File: src/hdl/tcw_pkg.sv
// Shared types and constants for the text console writer.
// Holds the item and result beat structs, the kind codes and the sequencer states.
// No dependencies.
`default_nettype none

package tcw_pkg;

  localparam logic [1:0] KIND_PUT   = 2'd0;
  localparam logic [1:0] KIND_READ  = 2'd1;
  localparam logic [1:0] KIND_CLEAR = 2'd2;

  localparam logic [7:0] NEWLINE_CODE = 8'h0A;
  localparam logic [7:0] ATTR_RESET   = 8'h02;

  localparam int unsigned PADDR_W = 2;
  localparam logic [PADDR_W-1:0] REG_ATTR_ADDR = 2'd0;

  typedef struct packed {
    logic [1:0]  kind;
    logic [7:0]  char_code;
    logic [10:0] cell_index;
  } tcw_item_t;

  typedef struct packed {
    logic [10:0] cursor_position;
    logic [15:0] cell_value;
  } tcw_result_t;

  typedef enum logic [2:0] {
    ST_INIT,
    ST_IDLE,
    ST_WRITE,
    ST_READ,
    ST_COPY,
    ST_FILL
  } tcw_state_e;

endpackage

`default_nettype wire

File: src/hdl/tcw_regs.sv
// APB-style configuration register file: the text attribute byte.
// Depends on tcw_pkg.
`default_nettype none

module tcw_regs
  import tcw_pkg::*;
(
  input  wire logic               clk_i,
  input  wire logic               rst_ni,
  input  wire logic               psel,
  input  wire logic               penable,
  input  wire logic               pwrite,
  input  wire logic [PADDR_W-1:0] paddr,
  input  wire logic [31:0]        pwdata,
  output      logic [31:0]        prdata,
  output      logic               pready,
  output      logic [7:0]         attr_o
);

  logic [7:0] attr_q, attr_d;

  always_comb begin
    attr_d = attr_q;
    if (psel && penable && pwrite && pready && (paddr == REG_ATTR_ADDR)) begin
      attr_d = pwdata[7:0];
    end
  end

  always_ff @(posedge clk_i or negedge rst_ni) begin
    if (!rst_ni) begin
      attr_q <= ATTR_RESET;
    end else begin
      attr_q <= attr_d;
    end
  end

  assign pready = 1'b1;
  assign prdata = (paddr == REG_ATTR_ADDR) ? {24'd0, attr_q} : 32'd0;
  assign attr_o = attr_q;

endmodule

`default_nettype wire

File: config.mk
export PLATFORM = sky130hd
export DESIGN_NAME = tcw_regs
export DESIGN_NICKNAME = d
export VERILOG_FILES = /design/src/hdl/tcw_pkg.sv /design/src/hdl/tcw_regs.sv
export SDC_FILE = /design/constraint.sdc
export NUM_CORES = 1
export LEC_CHECK = 0
export ABC_AREA = 1
export BUFFER_PORTS_ARGS = -buffer_cell sky130_fd_sc_hd__buf_4
export CAP_MARGIN = 20
export CORE_MARGIN = 2
export CORE_UTILIZATION = 30
export DETAILED_ROUTE_END_ITERATION = 10
export GPL_TIMING_DRIVEN = 0
export PLACE_DENSITY = 0.77
export SLEW_MARGIN = 20
export SYNTH_ARGS = -nofsm -noshare
export SYNTH_HDL_FRONTEND = slang
export SYNTH_SLANG_ARGS = --single-unit
export TNS_END_PERCENT = 1
File: constraint.sdc
create_clock -name clk_i -period 2.35 [get_ports clk_i]
set_clock_uncertainty 0.1 [all_clocks]
set_input_delay 0.235 -clock clk_i [delete_from_list [all_inputs] [get_ports clk_i]]
set_output_delay 0.235 -clock clk_i [all_outputs]
set_load 0.03 [all_outputs]
==> run metrics <==
routed wirelength normalized by instance count=8.23 um; routed wire length=1370 um; Core Region=1960 um^2; Critical Path Sink Type=output pin; share of post-route cells with drive strength above 1=45.3%; count of unique library cells instantiated by Yosys=11; Worst Path Class, Setup=reg -> out; number of antenna violations at the first check in global routing=0; clock transition at the registers of the reported paths=0.06 ns; top cells by instance count after synthesis=buf_4 (25), nand2_1 (17), inv_1 (9); Hold Buf Count CTS=1; proportion of register bits with asynchronous set or reset after synthesis=100%; overall die height=49.4 um; vias in the first global route=534; max-capacitance violation count=0; all-layer global routing usage=11.7%; clock latency of the later-clocked register in the worst-skew pair=0.26 ns; pin count of the biggest net entering global routing=11; CP Launch Type=flop; area of the die=2440 um^2; deepest clock path buffer count=2; critical path arrival=1.07 ns; sink of the worst hold path=attr_o[2]; Area growth syn-to-layout=61.6%; number of synthesized flops with an enable pin=0; fin crit period=1.41 ns; CTS tree=built; number of stages on the worst hold path=3; Main synth FF type=dfrtp_1; required time at the endpoint of the critical path=2.02 ns; antenna violation net count after detailed routing=0; initial core utilization=31.6%; final sum of negative setup slack=0 ns; global placer's final weighted congestion=0.663; most common cell in the synthesized netlist=buf_4; number of instances resized during post-cts repair=0; number of placed instances, taps included=161; clock sink count=8; Avg Vias per Cell=3.60; post-CTS repair timing setup buffer count=0; highest ir drop seen on vdd=0.000340 V; per-instance average area after synthesis=7.65 um^2; max FFs per register=8; Clock Root Buffer=clkbuf_4; total grt overflow=0; unrepaired setup endpoints after global routing=no; netlist area before placement=619 um^2; Yosys warning count=0; wire length of the first global-routing pass=2210 um; power density relative to cell area=605 nW/um^2; Register-to-Register Path Depth=2; part of the Yosys area used for sequential elements=32.5%; startpoint of the worst register-to-register path=attr_o[1]; first-pass detailed-route iteration total=4; Static Leak=0.000639 uW; number of port buffers=30; Final #Nets=179; Crit Reg-Reg Endpoint=attr_o[1]; Final Hold Violating Endpoints=0; number of synthesized register bits=8; maximum clock frequency=710 MHz; diodes inserted=0; share of the synthesized area in the top cell type=30.3%; io pins=80; status=finished, final reports clean; number of H-tree branching levels=1; total via count after detailed routing=597; Num CTS Buffers=3; floorplan die width=49.4 um; half-perimeter wire length after detailed placement=1180 um; final setup violating endpoints=0; setup slack of the worst register-to-register path=1.56 ns; fillcell total=200; number of DRC violations after detailed routing=0; number of DRC markers in iteration 0=6; WHS=0.101 ns; largest cells by area after synthesis=buf_4 (30%), dfrtp_1 (28%), nand2_1 (10%); Mapped Cells=81; Tightest Hold Check Type=in -> reg; number of rows created at floorplan=16; post-synthesis cell type with the largest combined area=buf_4; maximum fanout count along the critical path=3; Final period util=59.9%; Max Transition Viols Final=0; startpoint of the tightest hold check path=pwdata[2]; number of non-filler instances in the completed layout=166
==> metal layers <==
metal / share of wire, % / up-vias / track usage, % / wire length [um]
li1: - / 307 / - / -
met1: 33 / 255 / 10.4 / 454
met2: 56 / 35 / 23.6 / 762
met3: 11 / 0 / 3.07 / 149
met4: 0 / 0 / 5.56 / 0
met5: 0 / - / 0 / 0
==> cells in the final DEF (no fill, tap or decap) <==
cell and n:
dlygate4sd3_1 1, nor2_1 8, dfrtp_1 7, buf_4 55
clkbuf_1 1, dfstp_2 1, clkbuf_4 3, nand3_1 8
nor2_8 2, conb_1 25, nand2_4 1, inv_1 9
nand2_1 17, inv_2 1
==> how the worst max path moves through the flow <==
stage	from	slack, ns	to
6_report	attr_o[1]	0.94	prdata[1]
5_1_grt	attr_o[1]	0.87	prdata[1]
4_1_cts	attr_o[1]	0.93	prdata[1]
3_5_place_dp	paddr[1]	1.06	prdata[4]
3_3_place_gp	paddr[1]	1.09	prdata[1]
2_1_floorplan	attr_o[1]	0.93	prdata[1]
==> layout make-up <==
class	instances	area, um^2	share of cell area (%)
multi-input cells	61	279	27.9
repair buffers	31	235	23.5
flip-flops and latches	8	201	20.1
plain buffers	25	188	18.8
inverters	10	37.5	3.75
well taps	27	33.8	3.38
clock buffers	4	26.3	2.63
==> stage by stage <==
step	utilization (%)	power, uW	cell area [um^2]	setup slack (ns)
4_1_cts	51.0	609	1000	0.925
6_report	51.0	605	1000	0.942
3_3_place_gp	49.2	486	965	1.09
5_1_grt	51.0	640	1000	0.870
3_5_place_dp	49.2	492	965	1.06
2_1_floorplan	-	396	706	0.927
==> critical path, cell delays in order (launching register included) <==
cell and delay [ns]:
dfstp_2 0.53, inv_1 0.04, nor2_1 0.09, buf_4 0.16
==> kinds of logic after synthesis <==
| family | share of synthesized area (%) |
|---|---|
| simple gates | 29.9 |
| other cells | 1.21 |
| flops | 32.5 |
| buf+inv | 36.4 |
==> where the power goes <==
| part | total, uW | switching, uW | internal (uW) |
|---|---|---|---|
| Sequential | 191 | 22.6 | 169 |
| Combinational | 300 | 191 | 110 |
| Clock | 114 | 48.6 | 65.1 |
| Total | 605 | 262 | 343 |
Note: power is estimated with default switching activity, not from simulation.
